[config.mk]
export PLATFORM = sky130hd
export DESIGN_NAME = rgbcsc_div
export DESIGN_NICKNAME = d
export VERILOG_FILES = /design/src/rgbcsc_pkg.sv /design/src/rgbcsc_div.sv
export SDC_FILE = /design/constraint.sdc
export NUM_CORES = 1
export LEC_CHECK = 0
export BUFFER_PORTS_ARGS = -buffer_cell sky130_fd_sc_hd__buf_2
export CORE_MARGIN = 2
export CORE_UTILIZATION = 47
export CTS_CLUSTER_SIZE = 10
export DETAILED_ROUTE_END_ITERATION = 7
export PLACE_DENSITY = 0.7
export SETUP_SLACK_MARGIN = 0.4
export SKIP_CTS_REPAIR_TIMING = 1
export SKIP_LAST_GASP = 1
export SYNTH_ARGS = -nofsm -noshare
export SYNTH_HDL_FRONTEND = slang
export SYNTH_SLANG_ARGS = --single-unit
[constraint.sdc]
create_clock -name clk -period 5.65 [get_ports clk]
set_input_delay 1.13 -clock clk [delete_from_list [all_inputs] [get_ports clk]]
set_output_delay 1.13 -clock clk [all_outputs]
set_load 0.01 [all_outputs]
[src/rgbcsc_pkg.sv]
`default_nettype none
// ----------------------------------------------------------------------------
// rgbcsc_pkg
// shared types, constants and step functions of the colour-space converter
// ----------------------------------------------------------------------------
package rgbcsc_pkg;

	localparam int CORDIC_STEPS = 17;
	localparam int CSTAGES      = 9;   // up to two cordic steps per stage
	localparam int DIV_BITS     = 8;
	localparam int XW           = 28;
	localparam int ZW           = 27;
	localparam int SUMW         = 10;
	localparam int REMW         = 18;

	localparam logic [1:0] MODE_PASS   = 2'd0;
	localparam logic [1:0] MODE_CMY    = 2'd1;
	localparam logic [1:0] MODE_HSI    = 2'd2;
	localparam logic [1:0] MODE_HSIMAX = 2'd3;

	localparam logic signed [ZW-1:0] ANG_90  = 27'sd5898240;
	localparam logic signed [ZW-1:0] ANG_180 = 27'sd11796480;
	localparam logic signed [ZW-1:0] ANG_360 = 27'sd23592960;

	typedef logic signed [XW-1:0] vec_t;
	typedef logic signed [ZW-1:0] ang_t;

	typedef struct packed {
		vec_t x;
		vec_t y;
		ang_t z;
	} cordic_t;

	typedef struct packed {
		logic [REMW-1:0] rem;
		logic [7:0]      quo;
		logic [SUMW-1:0] sum;
	} div_t;

	// atan(2^-i) in units of 2^-16 degree
	function automatic ang_t atan_lut(input int i);
		case (i)
			0:  return 27'sd2949120;
			1:  return 27'sd1740967;
			2:  return 27'sd919879;
			3:  return 27'sd466945;
			4:  return 27'sd234379;
			5:  return 27'sd117306;
			6:  return 27'sd58666;
			7:  return 27'sd29335;
			8:  return 27'sd14668;
			9:  return 27'sd7334;
			10: return 27'sd3667;
			11: return 27'sd1833;
			12: return 27'sd917;
			13: return 27'sd458;
			14: return 27'sd229;
			15: return 27'sd115;
			16: return 27'sd57;
			default: return '0;
		endcase
	endfunction

	// arithmetic shift rounding toward zero
	function automatic vec_t shift_tz(input vec_t v, input int s);
		logic [XW-1:0] m;
		m = v[XW-1] ? XW'(-v) : XW'(v);
		m = m >> s;
		return v[XW-1] ? -vec_t'(m) : vec_t'(m);
	endfunction

	function automatic cordic_t cordic_step(input cordic_t c, input int i);
		cordic_t r;
		r = c;
		if (!c.y[XW-1]) begin
			r.x = c.x + shift_tz(c.y, i);
			r.y = c.y - shift_tz(c.x, i);
			r.z = c.z + atan_lut(i);
		end else begin
			r.x = c.x - shift_tz(c.y, i);
			r.y = c.y + shift_tz(c.x, i);
			r.z = c.z - atan_lut(i);
		end
		return r;
	endfunction

	// one restoring division step for quotient bit k
	function automatic div_t div_step(input div_t d, input int k);
		div_t            r;
		logic [REMW-1:0] dv;
		r  = d;
		dv = REMW'(d.sum) << k;
		if (d.rem >= dv) begin
			r.rem    = d.rem - dv;
			r.quo[k] = 1'b1;
		end
		return r;
	endfunction

endpackage
`default_nettype wire

[src/rgbcsc_div.sv]
`default_nettype none
// ----------------------------------------------------------------------------
// rgbcsc_div
// pipelined restoring divider for the saturation, one quotient bit per stage but the spare ones
// ----------------------------------------------------------------------------
module rgbcsc_div import rgbcsc_pkg::*; (
	input  wire logic       clk,
	input  wire logic       en,
	input  wire div_t       start,
	output logic [7:0]      quo
);

	div_t stage_s [CSTAGES];

	genvar k;
	for (k = 0; k < CSTAGES; k++) begin : g_stage
		div_t prev;
		div_t nxt;
		if (k == 0) begin : g_first
			assign prev = start;
		end else begin : g_rest
			assign prev = stage_s[k-1];
		end
		// spare stages only carry the result to match the cordic depth
		always_comb begin
			nxt = prev;
			if (k < DIV_BITS)
				nxt = div_step(prev, DIV_BITS-1-k);
		end
		always_ff @(posedge clk) begin
			if (en)
				stage_s[k] <= nxt;
		end
	end

	assign quo = stage_s[CSTAGES-1].quo;

endmodule
`default_nettype wire

==> flow_summary.yaml, run 1 <==
worst_setup_path:
  worstPathArrival_ns: 3.63
  r2r_slack_ns: 2.30
  path_max_fanout: 20
  critPathRequiredTime_ns: 5.94
  critPathLaunch: "stage_s[0][26]$_DFFE_PP_"
  critPathLaunchType: "flop"
  reg2reg_from: "stage_s[0][26]$_DFFE_PP_"
  reg2reg_depth: 7
  critPathKind: "flop to flop"
  reg2reg_to: "stage_s[0][63]$_DFFE_PP_"
  crit_path_end_kind: "flop"
placed_design:
  place_hpwl_um: 15300
  numPlacedInstances: 1474
  port_buffers: 45
  gp_congestion: 0.921
synth:
  syn_area_per_cell_um2: 12.4
  synth_area_um2: 13200
  synthArstFlopShare_pct: 0
  synth-seq-cells: 268
  synth-edff-count: 268
  synthDistinctLibCells: 65
  synth_nets: 1186
  synth_cells: 1061
  synth-seq-area-share_pct: 61.1
  synthFlopType: "edfxtp_1"
  ys.warnings.count: 0
die:
  core_area_um2: 27700
  die_w_um: 171
  io-pin-count: 46
  initial_core_util_pct: 47.6
  die_y_um: 171
  num_rows: 61
  die_area_um2: 29400
timing:
  rsz0062_at_grt: "no"
  fin_skew_ns: 0.00850
  drv_slew: 0
  period_needed_ns: 3.35
  slew_headroom_pct: 32.8
  setup_viol: 0
  holdWs_ns: 0.414
  setup-tns-final_ns: 0
  fmax_mhz: 299
  finalHoldViolations: 0
  tightest_slew_ns: 1.01
  period_share_pct: 59.2
drt:
  drcViolationCount: 0
  drtIter0Drc: 465
  vias: 7980
  ant_nets: 0
  firstDrtPassIters: 4
  vias_per_cell: 5.28
  wirelength_um: 21300
  wl_per_cell_um: 14.1
global_route:
  grt-ovfl-total: 0
  antenna_found_initial: 0
  grtUsageTotal_pct: 15.0
  grt_pass1_vias: 8084
  grt_max_degree: 140
  grt_first_pass_wirelength_um: 35800
worst_hold_path:
  min_path_cells: 0
  hold_path_end: "stage_s[0][264]$_DFFE_PP_"
  hold_start: "stage_s[0][228]$_DFFE_PP_"
  hold_path.class: "flop to flop"
layout:
  largestRegisters: "stage_s (268)"
  drive_gt1_share_pct: 10.1
  instances_no_fill: 1512
  n_fill_cell: 2314
  antennaDiodeCount: 0
  fin_nets: 1254
  largest-register: "stage_s"
  syn_to_final_growth_pct: 11.4
  largest_reg_flops: 268
power:
  ir_drop_mv: 0.281
  power.density_nw_per_um2: 423
  p_leak_nw: 5.59
clock_tree:
  clockBufferDepth: 3
  clk_pin_slew_ns: 0.05
  cts_buffers: 31
  clk_latency_ns: 0.54
  htree_levels: 1
  cts_tree: "yes"
  clkSinkCount: 268
  root_buffer: "clkbuf_16"
run:
  maxCapViolCount: 0
outcome:
  status: "finished clean"
==> Yosys cell counts, drive strengths merged, types with 3 or more instances <==
master    n  area share (%)
buf       6            0.25
nand2b   16            0.76
mux2     16             1.4
or3      11            0.52
fa        7             1.1
a21boi    3            0.17
or4b      4            0.30
a21o     15            0.85
nand2    78             2.2
nor3     20            0.76
or4       6            0.34
o21a     14            0.80
nor4b     4            0.27
inv     102             2.9
clkbuf    8            0.23
o21ai    76             2.9
o31ai     4            0.23
nand3b    3            0.17
o41ai     3            0.20
edfxtp  268              61
nor4     14            0.66
ha       80             7.6
xor2     31             2.1
a21oi    64             2.4
xnor2    26             1.7
nand4     6            0.28
o21bai    6            0.34
or2       7            0.33
o211ai    5            0.28
o31a      5            0.33
nand3    10            0.38
a31oi     4            0.19
mux2i     3            0.23
a211oi   10            0.57
a211o     3            0.20
o22ai     3            0.14
nor2     77             2.2
nor2b    15            0.71
==> per-stage QoR <==
step	total power, mW	setup slack, ns	instance area (um2)	utilization [%]
final	6.22	2.30	14700	53.0
after global routing	6.62	2.12	14700	53.0
after CTS	6.26	2.28	14700	53.0
after detailed placement	4.58	1.79	13900	50.1
after global placement	4.52	1.89	13900	50.1
after floorplan	4.17	2.31	13200	-
==> cell type report <==
cell class | count | area, um2 | share of cell area, %
Multi-Input combinational cell | 677 | 4690 | 32.0
Clock inverter | 2 | 11.3 | 0.0767
Sequential cell | 268 | 8050 | 54.8
Clock buffer | 36 | 795 | 5.41
Timing Repair Buffer | 49 | 278 | 1.89
Inverter | 102 | 383 | 2.61
Tap cell | 378 | 473 | 3.22
==> worst max-delay path: stages, from the launching register on <==
cell and delay [ns]:
edfxtp_1 0.38, ha_1 0.37, nor2b_1 0.17, o31a_1 0.26, or4_1 0.46, a221o_1 0.41
o21ai_2 0.62, mux2_2 0.41
==> cell families (layout without fill, tap and decap cells) <==
group                    Yosys count  after routing  share of synthesized area, %
XOR/XNOR                          57             57                          3.79
multiplexers                      19             19                          1.59
buffers and inverters            116            189                          3.38
adder cells (fa/ha/maj)           87             87                          8.66
flip-flops                       268            268                          61.1
AO/OA/AOI/OAI                    235            235                          11.1
AND/OR/NAND/NOR                  279            279                          10.4
==> power breakdown <==
part           total, mW  internal (mW)  switching (mW)
Sequential          2.86           2.67           0.198
Clock               1.65          0.967           0.681
Combinational       1.70          0.754           0.949
Total               6.22           4.39            1.83
==> cell usage in the layout, fill, tap and decap left out, types with 10 or more instances in the layout <==
master	synthesis	final
edfxtp_1	268	268
inv_1	102	102
ha_1	80	80
nand2_1	78	78
nor2_1	77	77
o21ai_0	74	74
a21oi_1	64	64
buf_2	5	44
xor2_1	31	31
clkbuf_16	0	31
xnor2_1	26	26
nor3_1	20	20
mux2_2	16	16
nand2b_1	16	16
a21o_1	15	15
nor2b_1	15	15
nor4_1	14	14
o21a_1	14	14
or3_1	11	11
nand3_1	10	10
a211oi_1	10	10
==> metal layers <==
metal	wire length (um)	track usage, %	vias up	share of wire [%]
met5	0	0	-	0
met4	937	6.82	0	4.4
met3	798	2.44	61	3.7
met2	11100	28.7	151	52
met1	8520	16.0	3729	40
li1	-	-	4039	-
==> how the worst max path moves through the flow <==
stage / endpoint / depth (start not counted)
floorplan: stage_s[0][32]$_DFFE_PP_ / 11
global placement: stage_s[0][17]$_SDFFCE_PN1P_ / 9
detailed placement: stage_s[0][17]$_SDFFCE_PN1P_ / 9
CTS: stage_s[0][63]$_DFFE_PP_ / 9
global route: stage_s[0][131]$_DFFE_PP_ / 10
finish: stage_s[0][63]$_DFFE_PP_ / 7
Note: power is estimated with default switching activity, not from simulation.
==> run 2: changes to the inputs <==
- clock period: 5.65 -> 3.2 ns (I/O delays scaled with it)
==> flow_summary.yaml, run 2 (synthesized netlist as in run 1, its figures left out) <==
clock_tree:
  cts_buffers: 31
  htree_levels: 1
  cts_tree: "yes"
  clockBufferDepth: 3
  clkSinkCount: 268
  clk_latency_ns: 0.56
  clk_pin_slew_ns: 0.05
  root_buffer: "clkbuf_16"
worst_setup_path:
  critPathLaunchType: "flop"
  critPathKind: "flop to flop"
  critPathRequiredTime_ns: 3.50
  path_max_fanout: 3
  path_cells: "ha_4 -> nor2b_4 -> o31a_1 -> or4b_4 -> a31o_4 -> a21o_1 -> a211oi_2 -> mux2_4"
  r2r_slack_ns: 0.31
  cp_top_family: "compound AO/OA/AOI/OAI gates"
  cp_slowest_cell: "or4b_4"
  cp_slowest_stage_delay_ns: 0.54
  worstPathArrival_ns: 3.19
  crit_path_end_kind: "flop"
  worst-path-buf-inv: 0
power:
  seq_power_share_pct: 44.6
  power_frac_comb_pct: 29.0
  switching_share_pct: 30.1
  clkPwrFrac_pct: 26.3
  ir_drop_mv: 0.433
  p_switching_mw: 3.43
  p_leak_nw: 5.80
  internal_power_mw: 7.94
  p_total_mw: 11.4
  power.density_nw_per_um2: 748
timing:
  finalHoldViolations: 0
  slew_headroom_pct: 52.4
  fin_skew_ns: 0.0161
  drv_slew: 0
  rsz0062_at_grt: "yes"
  period_share_pct: 90.2
  period_needed_ns: 2.89
  tightest_slew_ns: 0.715
  setup-tns-final_ns: 0
  fmax_mhz: 346
  setup_ws_ns: 0.312
  holdWs_ns: 0.254
  setup_viol: 0
global_route:
  antenna_found_initial: 0
  grtUsageTotal_pct: 16.2
  grt-ovfl-total: 0
  grt_max_degree: 92
  grt_first_pass_wirelength_um: 38300
  grt_pass1_vias: 8184
placed_design:
  numPlacedInstances: 1492
  placed_area_um2: 14100
  place_ws_ns: 0.128
  port_buffers: 45
  place_hpwl_um: 17000
  gp_congestion: 0.922
drt:
  ant_nets: 0
  wirelength_um: 23100
  vias_per_cell: 5.25
  drcViolationCount: 0
  vias: 8102
  firstDrtPassIters: 7
  wl_per_cell_um: 15.0
  drtIter0Drc: 368
layout:
  fin_area_um2: 15200
  fin_nets: 1283
  largest-register: "stage_s"
  largest_reg_flops: 268
  syn_to_final_growth_pct: 15.4
  drive_gt1_share_pct: 15.5
  n_fill_cell: 2291
  largestRegisters: "stage_s (268)"
  layout_commonest_cell: "edfxtp_1"
  layout_common_cells: "edfxtp_1 (268), inv_1 (100), nand2_1 (77), nor2_1 (77), ha_1 (76)"
  post-route-util_pct: 54.9
  instances_no_fill: 1544
  antennaDiodeCount: 0
die:
  die_w_um: 171
  core_area_um2: 27700
  die_y_um: 171
  initial_core_util_pct: 47.6
  io-pin-count: 46
  num_rows: 61
  die_area_um2: 29400
outcome:
  status: "finished clean"
run:
  maxCapViolCount: 0
worst_hold_path:
  hold_path.class: "input port to flop"
[run 2: cell types whose count changed in the layout (fill, tap and decap cells not counted), moves of 4 or more]
cell	before	now
o21ai_0	74	64
buf_4	3	27
a211oi_1	10	6
ha_4	0	4
ha_1	80	76
a211oi_2	0	4
o21ai_2	1	7
[run 2: final timing paths]
path,start,depth (start not counted),end
max,stage_s[0][25]$_DFFE_PP_,8,stage_s[0][71]$_DFFE_PP_
min,start[11],1,stage_s[0][11]$_DFFE_PP_
max reg2reg,stage_s[0][25]$_DFFE_PP_,8,stage_s[0][71]$_DFFE_PP_
min reg2reg,stage_s[0][159]$_DFFE_PP_,0,stage_s[0][195]$_DFFE_PP_
[run 2: layout make-up]
| type | instances | area (um2) | share of cell area [%] |
|---|---|---|---|
| Multi-Input combinational cell | 677 | 4940 | 32.5 |
| Clock buffer | 37 | 798 | 5.25 |
| Sequential cell | 268 | 8050 | 52.9 |
| Inverter | 102 | 383 | 2.52 |
| Timing Repair Buffer | 78 | 541 | 3.55 |
| Tap cell | 378 | 473 | 3.11 |
| Clock inverter | 4 | 31.3 | 0.206 |
[run 2: worst register-to-register path, stage by stage (launching register included)]
cell and delay, ns:
edfxtp_1 0.45, ha_4 0.25, nor2b_4 0.12, o31a_1 0.33, or4b_4 0.54, a31o_4 0.23
a21o_1 0.17, a211oi_2 0.23, mux2_4 0.32
[run 2: metal layers]
metal  GRT usage (%)  share of wire, %  vias to the layer above
met4            5.75               3.3                        0
met3            2.51               3.1                       54
met1            17.5                40                     3824
met2            31.8                54                      127
li1                -                 -                     4097
met5               0                 0                        -
[run 2: power by group through the flow]
stage / sequential, mW / combinational, mW / clock [mW]
floorplan: 5.00 / 2.37 / 0
global placement: 5.12 / 3.00 / 0
detailed placement: 5.13 / 3.07 / 0
CTS: 5.06 / 3.09 / 3.08
global route: 5.15 / 3.72 / 3.21
finish: 5.08 / 3.30 / 2.99
