--- src/rgbcsc_pkg.sv ---
`default_nettype none
// ----------------------------------------------------------------------------
// rgbcsc_pkg
// shared types, constants and step functions of the colour-space converter
// ----------------------------------------------------------------------------
package rgbcsc_pkg;

	localparam int CORDIC_STEPS = 17;
	localparam int CSTAGES      = 9;   // up to two cordic steps per stage
	localparam int DIV_BITS     = 8;
	localparam int XW           = 28;
	localparam int ZW           = 27;
	localparam int SUMW         = 10;
	localparam int REMW         = 18;

	localparam logic [1:0] MODE_PASS   = 2'd0;
	localparam logic [1:0] MODE_CMY    = 2'd1;
	localparam logic [1:0] MODE_HSI    = 2'd2;
	localparam logic [1:0] MODE_HSIMAX = 2'd3;

	localparam logic signed [ZW-1:0] ANG_90  = 27'sd5898240;
	localparam logic signed [ZW-1:0] ANG_180 = 27'sd11796480;
	localparam logic signed [ZW-1:0] ANG_360 = 27'sd23592960;

	typedef logic signed [XW-1:0] vec_t;
	typedef logic signed [ZW-1:0] ang_t;

	typedef struct packed {
		vec_t x;
		vec_t y;
		ang_t z;
	} cordic_t;

	typedef struct packed {
		logic [REMW-1:0] rem;
		logic [7:0]      quo;
		logic [SUMW-1:0] sum;
	} div_t;

	// atan(2^-i) in units of 2^-16 degree
	function automatic ang_t atan_lut(input int i);
		case (i)
			0:  return 27'sd2949120;
			1:  return 27'sd1740967;
			2:  return 27'sd919879;
			3:  return 27'sd466945;
			4:  return 27'sd234379;
			5:  return 27'sd117306;
			6:  return 27'sd58666;
			7:  return 27'sd29335;
			8:  return 27'sd14668;
			9:  return 27'sd7334;
			10: return 27'sd3667;
			11: return 27'sd1833;
			12: return 27'sd917;
			13: return 27'sd458;
			14: return 27'sd229;
			15: return 27'sd115;
			16: return 27'sd57;
			default: return '0;
		endcase
	endfunction

	// arithmetic shift rounding toward zero
	function automatic vec_t shift_tz(input vec_t v, input int s);
		logic [XW-1:0] m;
		m = v[XW-1] ? XW'(-v) : XW'(v);
		m = m >> s;
		return v[XW-1] ? -vec_t'(m) : vec_t'(m);
	endfunction

	function automatic cordic_t cordic_step(input cordic_t c, input int i);
		cordic_t r;
		r = c;
		if (!c.y[XW-1]) begin
			r.x = c.x + shift_tz(c.y, i);
			r.y = c.y - shift_tz(c.x, i);
			r.z = c.z + atan_lut(i);
		end else begin
			r.x = c.x - shift_tz(c.y, i);
			r.y = c.y + shift_tz(c.x, i);
			r.z = c.z - atan_lut(i);
		end
		return r;
	endfunction

	// one restoring division step for quotient bit k
	function automatic div_t div_step(input div_t d, input int k);
		div_t            r;
		logic [REMW-1:0] dv;
		r  = d;
		dv = REMW'(d.sum) << k;
		if (d.rem >= dv) begin
			r.rem    = d.rem - dv;
			r.quo[k] = 1'b1;
		end
		return r;
	endfunction

endpackage
`default_nettype wire

--- src/rgbcsc_hue_scale.sv ---
`default_nettype none
// ----------------------------------------------------------------------------
// rgbcsc_hue_scale
// clamps and mirrors the angle and scales it to 0..255 over three stages
// ----------------------------------------------------------------------------
module rgbcsc_hue_scale import rgbcsc_pkg::*; (
	input  wire logic       clk,
	input  wire logic       en,
	input  wire ang_t       angle,
	input  wire logic       grey,
	input  wire logic       dneg,
	output logic [7:0]      hue
);

	ang_t        zc;
	logic [32:0] p1;
	logic [16:0] t_s1;
	logic [27:0] p2;
	logic [27:0] p2_s2;
	logic [8:0]  q;
	logic [7:0]  hue_s3;

	always_comb begin
		zc = angle;
		if (grey)
			zc = '0;
		else if (zc < 0)
			zc = '0;
		else if (zc > ANG_180)
			zc = ANG_180;
		if (dneg)
			zc = ANG_360 - zc;
		p1 = 33'(zc[24:0]) * 33'd255;
	end

	// divide by 360 * 2^16: shift by 19, then times the reciprocal of 45
	assign p2 = 28'(t_s1[16:3]) * 28'd11651;
	assign q  = p2_s2[27:19];

	always_ff @(posedge clk) begin
		if (en) begin
			t_s1   <= p1[32:16];
			p2_s2  <= p2;
			hue_s3 <= q[8] ? 8'hFF : q[7:0];
		end
	end

	assign hue = hue_s3;

endmodule
`default_nettype wire

--- config.mk ---
export PLATFORM = sky130hd
export DESIGN_NAME = rgbcsc_hue_scale
export DESIGN_NICKNAME = d
export VERILOG_FILES = /design/src/rgbcsc_pkg.sv /design/src/rgbcsc_hue_scale.sv
export SDC_FILE = /design/constraint.sdc
export NUM_CORES = 1
export LEC_CHECK = 0
export BUFFER_PORTS_ARGS = -buffer_cell sky130_fd_sc_hd__buf_2
export CAP_MARGIN = 30
export CORE_ASPECT_RATIO = 1.2
export CORE_UTILIZATION = 45
export DETAILED_ROUTE_END_ITERATION = 8
export GPL_TIMING_DRIVEN = 0
export PLACE_DENSITY = 0.64
export SLEW_MARGIN = 5
export SYNTH_ARGS = -nofsm -noshare
export SYNTH_HDL_FRONTEND = slang
export SYNTH_SLANG_ARGS = --single-unit
--- constraint.sdc ---
create_clock -name clk -period 9 [get_ports clk]
set_clock_uncertainty 0.15 [all_clocks]
set_input_delay 0 -clock clk [delete_from_list [all_inputs] [get_ports clk]]
set_output_delay 0 -clock clk [all_outputs]
set_load 0.01 [all_outputs]
==> impl_summary.log, run 1 <==
INFO  metric result_of_the_run = complete, no violations
INFO  metric path_class = primary input to register
INFO  metric synth_cells = 1030
INFO  metric timing_worst_slew_pin_value = 0.885 ns
INFO  metric timing.critical_path.slowest_stage_cell = nor3_2
INFO  metric reg_to_reg_critical_path_endpoint = p2_s2[24]$_DFFE_PP_
INFO  metric synth_xor_xnor_area_share = 8.52%
INFO  metric gr-total-overflow = 0
INFO  metric maximum_number_of_pins_on_one_net_before_global_route_repair = 32
INFO  metric synth-seq-cells = 31
INFO  metric synth_compound_area_share = 9.62%
INFO  metric global_route_wire_length_before_repair = 31100 um
INFO  metric diodes = 0
INFO  metric design.die.area = 22100 um^2
INFO  metric gp_congestion = 0.866
INFO  metric num_rows = 58
INFO  metric worst_ep_required_time = 8.87 ns
INFO  metric clk-insertion-delay-late = 0.28 ns
INFO  metric cts.root.buffer_cell = clkbuf_16
INFO  metric post-route-period-util = 91.2%
INFO  metric timing_hold_violations_final = 0
INFO  metric drt-vias-per-instance = 4.91
INFO  metric synth_area = 9670 um^2
INFO  metric post_cts.repair.setup_buffers = 0
INFO  metric boundaryPins = 39
INFO  metric first_iter_violations = 152
INFO  metric flow.area_growth_from_synthesis = 7.11%
INFO  metric placement.setup.worst_slack = 0.425 ns
INFO  metric detail_route.wirelength = 17500 um
INFO  metric clk_pin_slew_worst_paths = 0.06 ns
INFO  metric final_count_of_pins_violating_max_slew = 0
INFO  metric maxCapViolCount = 0
INFO  metric drc = 0
INFO  metric global_route.usage.total = 17.4%
INFO  metric wire_per_inst = 13.0 um
INFO  metric rsz0062_at_grt = false
INFO  metric core = 21000 um^2
INFO  metric reg2reg_slack = 3.05 ns
INFO  metric fraction_of_the_mapped_netlist_area_in_simple_logic_gates = 10.0%
INFO  metric numClockSinks = 31
INFO  metric final_critical_path_setup_slack = 0.796 ns
INFO  metric cts_repair_resize_count = 0
INFO  metric worst_setup_path_endpoint = t_s1[15]$_DFFE_PP_
INFO  metric floorplan.initialDensity = 45.9%
INFO  metric synth_most_common_cell = inv_1
INFO  metric endpoint_kind = register
INFO  metric timing.critical_path.from_type = primary input
INFO  metric cts.path.max_buffers = 2
INFO  metric synth-adder-area-share = 49.7%
INFO  metric setup_viol = 0
INFO  metric timing.critical_path.arrival = 8.08 ns
INFO  metric syn_avg_cell_area = 9.38 um^2
INFO  metric peak_freq = 0.122 GHz
INFO  metric finalNetCount = 1398
INFO  metric cts_tree = built
INFO  metric number_of_iterations_in_the_first_detailed_routing_pass = 4
INFO  metric portBuffers = 36
INFO  metric setup_tns = 0 ns
INFO  metric ff2ff_path_depth = 19
INFO  metric yosysSeqAreaShare = 9.63%
INFO  metric max-slew-margin-rel = 41.0%
INFO  metric postCtsHoldBufs = 0
INFO  metric die_width = 136 um
INFO  metric placedCellCount = 1336
INFO  metric route.vias.total = 6601
INFO  metric synthDistinctLibCells = 76
INFO  metric via_count_of_the_first_global_routing_pass = 6928
INFO  metric synth-edff-count = 31
INFO  metric final-instance-count-excl-fill = 1344
INFO  metric grt_antenna_before_repair = 0
INFO  metric worst-path-max-fanout = 9
INFO  metric die_h = 163 um
INFO  metric synth_top_family_by_area = adder cells
INFO  metric synth-warning-count = 0
INFO  metric synthTopCellsByCount = inv_1 (293), ha_1 (150), fa_1 (144)
INFO  metric fill_cells = 2016
INFO  metric synth_top_cell_by_area = fa_1
INFO  metric numCtsBuffers = 5
INFO  metric critPathLaunch = angle[2]
INFO  metric htree_levels = 2
INFO  metric synthesis.nets = 1355
INFO  metric max_stage_delay = 0.62 ns
INFO  metric hold_path_class = primary input to register
INFO  metric drive_gt1_share = 9.31%
INFO  metric yosys-mux-area-fraction = 0.207%
INFO  metric synthTopCellsByArea = fa_1 (30%), ha_1 (19%), inv_1 (11%)
INFO  metric synth_top_cell_area_share = 29.8%
INFO  metric ys_async_sr_fraction = 0%
INFO  metric critical_path.reg2reg.startpoint = t_s1[6]$_DFFE_PP_
INFO  metric dp.final_hpwl = 15800 um
INFO  metric timing.final.crit_period = 8.20 ns
INFO  metric dominantRegCellSynth = edfxtp_1
INFO  metric ant_nets = 0
==> cell families (layout without fill, tap and decap cells) <==
logic type,Yosys count,count (layout)
multiplexers,2,2
flip-flops,31,31
adder cells (fa/ha/maj),298,298
AO/OA/AOI/OAI,128,128
AND/OR/NAND/NOR,179,179
XOR/XNOR,82,82
buffers and inverters,310,354
==> critical path, delay by kind of cell <==
kind / cells / cell delay, ns
buffers and inverters: 5 / 0.49
adders and majority gates: 5 / 1.91
AOI/OAI and AO/OA: 9 / 2.65
xor gates and xnor gates: 3 / 0.66
and+or+nand+nor: 7 / 2.35
==> layout by cell type (no fill, tap or decap), types with 4 or more instances in the layout <==
cell / count
or2_2: 12
nor2_2: 4
o211ai_1: 5
inv_1: 293
edfxtp_1: 31
nand4_1: 8
clkbuf_16: 5
xor2_1: 32
clkbuf_1: 7
nand3_1: 12
buf_2: 41
a21oi_1: 23
nor3_1: 12
xnor2_1: 42
ha_1: 150
o31ai_1: 5
nand2_1: 45
o21ai_0: 32
a21o_1: 16
nor2_1: 39
a211oi_1: 5
fa_1: 144
or3_1: 9
and3_1: 5
nand2b_1: 9
==> layout make-up <==
| class | count | area [um^2] | share of cell area (%) |
|---|---|---|---|
| Buffer | 15 | 81.3 | 0.786 |
| Clock buffer | 5 | 125 | 1.21 |
| Clock inverter | 3 | 43.8 | 0.423 |
| Inverter | 295 | 1110 | 10.7 |
| Multi-Input combinational cell | 689 | 7550 | 72.9 |
| Sequential cell | 31 | 931 | 8.99 |
| Tap cell | 270 | 338 | 3.26 |
| Timing Repair Buffer | 36 | 180 | 1.74 |
==> flip-flops by register name (all words and copies together) (netlist names) <==
signal and flops:
t_s1 14, p2_s2 9, hue 8
==> layer usage <==
layer | part of all wire (%) | global-route usage [%] | up-vias
met3 | 1.6 | 0.965 | 16
met5 | 0 | 0 | -
met2 | 53 | 33.4 | 74
met1 | 44 | 21.2 | 3163
li1 | - | - | 3348
met4 | 1.2 | 3.27 | 0
==> worst min path at each step <==
stage	from	endpoint	slack [ns]	cells after the start
after detailed placement	hue[5]$_SDFFCE_PP1P_	hue[5]	0.26	1
final	en	hue[6]$_SDFFCE_PP1P_	0.16	1
after global routing	en	hue[6]$_SDFFCE_PP1P_	0.19	1
after global placement	hue[5]$_SDFFCE_PP1P_	hue[5]	0.26	1
after floorplan	en	hue[0]$_SDFFCE_PP1P_	-0.04	0
after CTS	en	hue[6]$_SDFFCE_PP1P_	0.17	1
==> metrics by stage <==
| stage | utilization (%) | cell area, um^2 | hold slack (ns) |
|---|---|---|---|
| final | 49.2 | 10400 | 0.155 |
| after global routing | 49.2 | 10400 | 0.195 |
| after detailed placement | 48.4 | 10200 | 0.263 |
| after CTS | 49.2 | 10400 | 0.170 |
| after floorplan | - | 9670 | -0.0375 |
| after global placement | 48.4 | 10200 | 0.261 |
Power of run 1 is left out: the tool's default activity adds up to more than one toggle a clock period on the data nets, which glitch-free logic cannot reach.
==> run 2: changes to the inputs <==
ABC_AREA = 1   (was unset)
==> run 2 against run 1 <==
Against the previous run:
- first-iteration DRC count is 41% higher
- worst setup slack better by 1.9 ns
- core utilization is 0.30 points higher
==> impl_summary.log, run 2 <==
INFO  metric result_of_the_run = complete, no violations
INFO  metric number_of_iterations_in_the_first_detailed_routing_pass = 5
INFO  metric number_of_flip_flops_in_the_largest_register = 14
INFO  metric peak_freq = 0.158 GHz
INFO  metric placement.setup.worst_slack = 2.32 ns
INFO  metric setup_viol = 0
INFO  metric die_width = 141 um
INFO  metric synth_cells = 1356
INFO  metric numCtsBuffers = 5
INFO  metric min_from = en
INFO  metric endpoint_kind = register
INFO  metric final_critical_path_setup_slack = 2.65 ns
INFO  metric reg2reg_slack = 3.26 ns
INFO  metric hold_path_depth = 1
INFO  metric grtUsageMet3 = 1.04%
INFO  metric cts_tree = built
INFO  metric core = 22700 um^2
INFO  metric flow.area_growth_from_synthesis = 6.80%
INFO  metric cp_dominant_cell_by_count = nand2_1
INFO  metric synth-edff-count = 31
INFO  metric reg_to_reg_critical_path_endpoint = p2_s2[27]$_DFFE_PP_
INFO  metric clk-insertion-delay-late = 0.28 ns
INFO  metric final_count_of_pins_violating_max_slew = 0
INFO  metric multi_input_area = 8130 um^2
INFO  metric design.die.area = 24000 um^2
INFO  metric dp.final_hpwl = 19200 um
INFO  metric global_route_wire_length_before_repair = 36700 um
INFO  metric synth_xor_xnor_area_share = 4.36%
INFO  metric fill_cells = 2320
INFO  metric diodes = 0
INFO  metric commonest_cells_after_routing_fill_and_taps_aside = inv_1 (346), nand2_1 (272), ha_1 (150)
INFO  metric synth_top_cell_area_share = 27.4%
INFO  metric timing.critical_path.arrival = 6.20 ns
INFO  metric num_rows = 60
INFO  metric via_count_of_the_first_global_routing_pass = 8493
INFO  metric timing.critical_path.from_type = primary input
INFO  metric post-route-period-util = 70.5%
INFO  metric drc = 0
INFO  metric setup_tns = 0 ns
INFO  metric critical_path.reg2reg.startpoint = t_s1[7]$_DFFE_PP_
INFO  metric wire_per_inst = 12.2 um
INFO  metric max-slew-margin-rel = 54.9%
INFO  metric portBuffers = 38
INFO  metric timing_worst_slew_pin_value = 0.676 ns
INFO  metric die_h = 169 um
INFO  metric final-instance-count-excl-fill = 1712
INFO  metric endpoint_of_the_worst_hold_path = hue[7]$_SDFFCE_PP1P_
INFO  metric global_route.usage.total = 18.8%
INFO  metric layout.core_utilization = 49.5%
INFO  metric yosysSeqAreaShare = 8.86%
INFO  metric numClockSinks = 31
INFO  metric ys_async_sr_fraction = 0%
INFO  metric cts.path.max_buffers = 2
INFO  metric rsz0062_at_grt = false
INFO  metric worst_ep_required_time = 8.86 ns
INFO  metric global_route.peak_usage_layer = met2
INFO  metric max_stage_delay = 0.58 ns
INFO  metric post_cts.repair.setup_buffers = 0
INFO  metric worst-path-max-fanout = 9
INFO  metric path_class = primary input to register
INFO  metric floorplan.initialDensity = 46.3%
INFO  metric route.vias.total = 8076
INFO  metric drt-vias-per-instance = 4.72
INFO  metric detail_route.wirelength = 20900 um
INFO  metric clk_pin_slew_worst_paths = 0.05 ns
INFO  metric synthTopCellsByArea = fa_1 (27%), ha_1 (18%), inv_1 (12%)
INFO  metric grtUsageMet1 = 20.6%
INFO  metric postCtsHoldBufs = 0
INFO  metric cts_repair_resize_count = 0
INFO  metric ant_nets = 0
INFO  metric synthesis.nets = 1681
INFO  metric layout.area.seq = 931 um^2
INFO  metric hold_path_class = primary input to register
INFO  metric synthDistinctLibCells = 43
INFO  metric maximum_number_of_pins_on_one_net_before_global_route_repair = 32
INFO  metric grt_antenna_before_repair = 0
INFO  metric boundaryPins = 39
INFO  metric cts.root.buffer_cell = clkbuf_16
INFO  metric placedCellCount = 1704
INFO  metric finalNetCount = 1726
INFO  metric synth-seq-cells = 31
INFO  metric synth_top_cell_by_area = fa_1
INFO  metric synth_area = 10500 um^2
INFO  metric timing.critical_path.slowest_stage_cell = fa_1
INFO  metric synth-warning-count = 0
INFO  metric regMostFlops = t_s1
INFO  metric gp_congestion = 0.916
INFO  metric htree_levels = 2
INFO  metric drive_gt1_share = 10.5%
INFO  metric yosys-mux-area-fraction = 0%
INFO  metric first_iter_violations = 214
INFO  metric synth_most_common_cell = inv_1
INFO  metric timing_hold_violations_final = 0
INFO  metric synth_compound_area_share = 7.46%
INFO  metric ff2ff_path_depth = 19
INFO  metric synth-adder-area-share = 45.3%
INFO  metric synth_top_family_by_area = adder cells
INFO  metric most_frequent_standard_cell_in_the_layout_excluding_fill_and_tap_cells = inv_1
INFO  metric grt_util_met2 = 38.2%
INFO  metric dominantRegCellSynth = edfxtp_1
INFO  metric gr-total-overflow = 0
INFO  metric maxCapViolCount = 0
INFO  metric synthTopCellsByCount = inv_1 (346), nand2_1 (272), ha_1 (150)
INFO  metric timing.final.crit_period = 6.35 ns
INFO  metric syn_avg_cell_area = 7.75 um^2
INFO  metric fraction_of_the_mapped_netlist_area_in_simple_logic_gates = 20.3%
==> run 2: cell count changes after synthesis, sizes merged, moves of 9 or more <==
cell / change
a21o: -11
or3: -9
a21oi: +28
xnor2: -36
nand3: +43
nand2b: -9
nor2: +45
inv: +76
nand2: +260
==> run 2: critical path, delay by kind of cell <==
kind	cells	cell delay, ns
compound gates	2	0.69
buf+inv	5	0.47
xor+xnor	1	0.56
fa+ha+maj	6	2.46
simple gates	21	1.98
==> run 2: through the flow <==
step / area (um^2) / hold WS (ns)
CTS: 11200 / 0.163
detailed placement: 11100 / 0.257
global route: 11200 / 0.195
finish: 11200 / 0.155
global placement: 11100 / 0.265
floorplan: 10500 / -0.0375
==> run 2: final cells by class <==
class / count / area share, %
plain buffers: 7 / 0.479
inverters: 371 / 12.4
repair buffers: 38 / 1.69
flip-flops and latches: 31 / 8.30
well taps: 310 / 3.46
multi-input cells: 947 / 72.4
clock buffers: 6 / 1.15
clock inverters: 2 / 0.0669
==> run 2: worst max-delay path by stage <==
| stage | from | end | depth (start not counted) |
|---|---|---|---|
| CTS | angle[19] | t_s1[16]$_DFFE_PP_ | 35 |
| global placement | angle[19] | t_s1[16]$_DFFE_PP_ | 35 |
| floorplan | angle[21] | t_s1[16]$_DFFE_PP_ | 35 |
| detailed placement | angle[19] | t_s1[16]$_DFFE_PP_ | 35 |
| finish | angle[26] | t_s1[16]$_DFFE_PP_ | 35 |
| global route | angle[26] | t_s1[16]$_DFFE_PP_ | 37 |
==> run 2: layer usage <==
layer | wire length (um) | share of wire, % | up-vias
met4 | 576 | 2.8 | 0
met3 | 345 | 1.7 | 29
li1 | - | - | 4223
met2 | 11200 | 53 | 94
met5 | 0 | 0 | -
met1 | 8800 | 42 | 3730
==> run 2: kinds of logic after synthesis <==
| family | after synthesis |
|---|---|
| xor gates and xnor gates | 42 |
| AOI/OAI and AO/OA | 129 |
| and+or+nand+nor | 482 |
| DFF | 31 |
| buffers and inverters | 378 |
| adders and majority gates | 294 |
Power of run 2 is left out for the same reason.
==> run 3: changes to the inputs <==
PLACE_DENSITY = 0.66   (was 0.64)
clock period = 5.65 ns   (was 9 ns; I/O delays follow)
==> run 3 against run 2 <==
Against the previous run:
- sequential share of layout area decreased by 1.2 points
- core utilization increased by 8.3 points
- via count increased by 7.3%
- worst setup slack got worse by 2.6 ns
- critical path depth increased by 3
- final area increased by 17%
- count of clock-buffer cells in the layout decreased by 1
- register-to-register slack got worse by 3.1 ns
- critical path type unchanged
- critical endpoint unchanged
- largest cell class unchanged
- highest routed layer unchanged
==> impl_summary.log, run 3 (synthesis gave the netlist of run 2 again) <==
INFO  metric layout.area.seq = 931 um^2
INFO  metric gr-total-overflow = 0
INFO  metric drive_gt1_share = 28.8%
INFO  metric hold_path_class = primary input to register
INFO  metric cts.root.buffer_cell = clkbuf_16
INFO  metric floorplan.initialDensity = 46.3%
INFO  metric cp_dominant_cell_by_count = nand2_2
INFO  metric cts_tree = built
INFO  metric layout.core_utilization = 57.8%
INFO  metric boundaryPins = 39
INFO  metric endpoint_kind = register
INFO  metric final_count_of_pins_violating_max_slew = 0
INFO  metric htree_levels = 2
INFO  metric clk-insertion-delay-late = 0.27 ns
INFO  metric number_of_flip_flops_in_the_largest_register = 14
INFO  metric num_rows = 60
INFO  metric via_count_of_the_first_global_routing_pass = 8630
INFO  metric setup_viol = 0
INFO  metric timing.critical_path.arrival = 5.45 ns
INFO  metric commonest_cells_after_routing_fill_and_taps_aside = inv_1 (312), nand2_1 (195), fa_1 (140)
INFO  metric numClockSinks = 31
INFO  metric global_route_wire_length_before_repair = 37100 um
INFO  metric number_of_iterations_in_the_first_detailed_routing_pass = 4
INFO  metric rsz0062_at_grt = true
INFO  metric drc = 0
INFO  metric grt_antenna_before_repair = 0
INFO  metric finalNetCount = 1804
INFO  metric max-slew-margin-rel = 45.1%
INFO  metric die_h = 169 um
INFO  metric peak_freq = 0.179 GHz
INFO  metric timing_hold_violations_final = 0
INFO  metric timing_worst_slew_pin_value = 0.824 ns
INFO  metric max_stage_delay = 0.57 ns
INFO  metric diodes = 0
INFO  metric drt-vias-per-instance = 4.84
INFO  metric postCtsHoldBufs = 0
INFO  metric post-route-period-util = 98.8%
INFO  metric multi_input_area = 9250 um^2
INFO  metric timing.critical_path.slowest_stage_cell = fa_1
INFO  metric fill_cells = 2008
INFO  metric die_width = 141 um
INFO  metric dp.final_hpwl = 19000 um
INFO  metric detail_route.wirelength = 23000 um
INFO  metric route.vias.total = 8662
INFO  metric cts.path.max_buffers = 2
INFO  metric path_class = primary input to register
INFO  metric flow.area_growth_from_synthesis = 24.8%
INFO  metric maximum_number_of_pins_on_one_net_before_global_route_repair = 32
INFO  metric portBuffers = 38
INFO  metric regMostFlops = t_s1
INFO  metric clk_pin_slew_worst_paths = 0.05 ns
INFO  metric maxCapViolCount = 0
INFO  metric core = 22700 um^2
INFO  metric worst-path-max-fanout = 7
INFO  metric first_iter_violations = 304
INFO  metric timing.critical_path.from_type = primary input
INFO  metric worst_ep_required_time = 5.52 ns
INFO  metric wire_per_inst = 12.9 um
INFO  metric numCtsBuffers = 5
INFO  metric result_of_the_run = complete, no violations
INFO  metric global_route.usage.total = 18.9%
INFO  metric design.die.area = 24000 um^2
INFO  metric ant_nets = 0
INFO  metric most_frequent_standard_cell_in_the_layout_excluding_fill_and_tap_cells = inv_1
INFO  metric timing.final.crit_period = 5.58 ns
INFO  metric gp_congestion = 0.902
==> run 3: cell count changes in the layout (fill, tap and decap cells not counted), moves of 11 or more <==
| cell | change |
|---|---|
| nand2_2 | +50 |
| nand3_1 | -14 |
| ha_4 | +17 |
| nand2_1 | -77 |
| a21oi_1 | -11 |
| buf_4 | +71 |
| inv_1 | -34 |
| inv_2 | +27 |
| nand2_4 | +24 |
| buf_6 | +14 |
| nor2_1 | -17 |
| buf_2 | -14 |
| ha_1 | -18 |
==> run 3: area by class of cell <==
class                           instances  area share, %
Buffer                                  7          0.477
Clock inverter                          2         0.0668
Sequential cell                        31           7.10
Tap cell                              310           2.96
Clock buffer                            5          0.954
Multi-Input combinational cell        948           70.6
Timing Repair Buffer                  115           7.13
Inverter                              371           10.8
==> run 3: worst paths after layout <==
path	end	slack [ns]	cells past startpoint	startpoint
setup / recovery	t_s1[16]$_DFFE_PP_	0.07	38	angle[10]
hold / removal	p2_s2[20]$_DFFE_PP_	0.15	1	en
setup reg to reg	p2_s2[27]$_DFFE_PP_	0.19	19	t_s1[6]$_DFFE_PP_
hold reg to reg	hue[6]$_SDFFCE_PP1P_	0.35	1	p2_s2[25]$_DFFE_PP_
==> run 3: stage by stage <==
stage	setup slack, ns	std cells	cell area, um^2	TNS, ns	hold slack (ns)
after global placement	-0.889	1704	11100	-7.33	0.264
after floorplan	0.170	1356	10500	0	-0.0375
after global routing	-0.220	1789	13100	-0.837	0.208
after detailed placement	-1.04	1704	11100	-8.96	0.261
after CTS	-0.0665	1732	11800	-0.0665	0.160
final	0.0698	1789	13100	0	0.150
==> run 3: timing repair <==
item	4_1_cts	5_1_grt
setup endpoints to repair	13	13
gates cloned	2	1
setup buffers	19	56
resized for setup	72	235
pin swaps	26	117
==> run 3: per-layer routing <==
metal	up-vias	track usage, %	share of wire (%)
li1	4385	-	-
met1	4094	20.6	40
met2	141	38.5	55
met3	42	0.875	1.4
met4	0	5.84	3.1
met5	-	0	0
==> run 3: critical path: cells and delay by family <==
kind,cells,cell delay [ns]
simple gates,20,1.84
fa+ha+maj,5,2.15
buf+inv,8,0.58
compound gates,5,0.87
Power of run 3 is left out for the same reason.
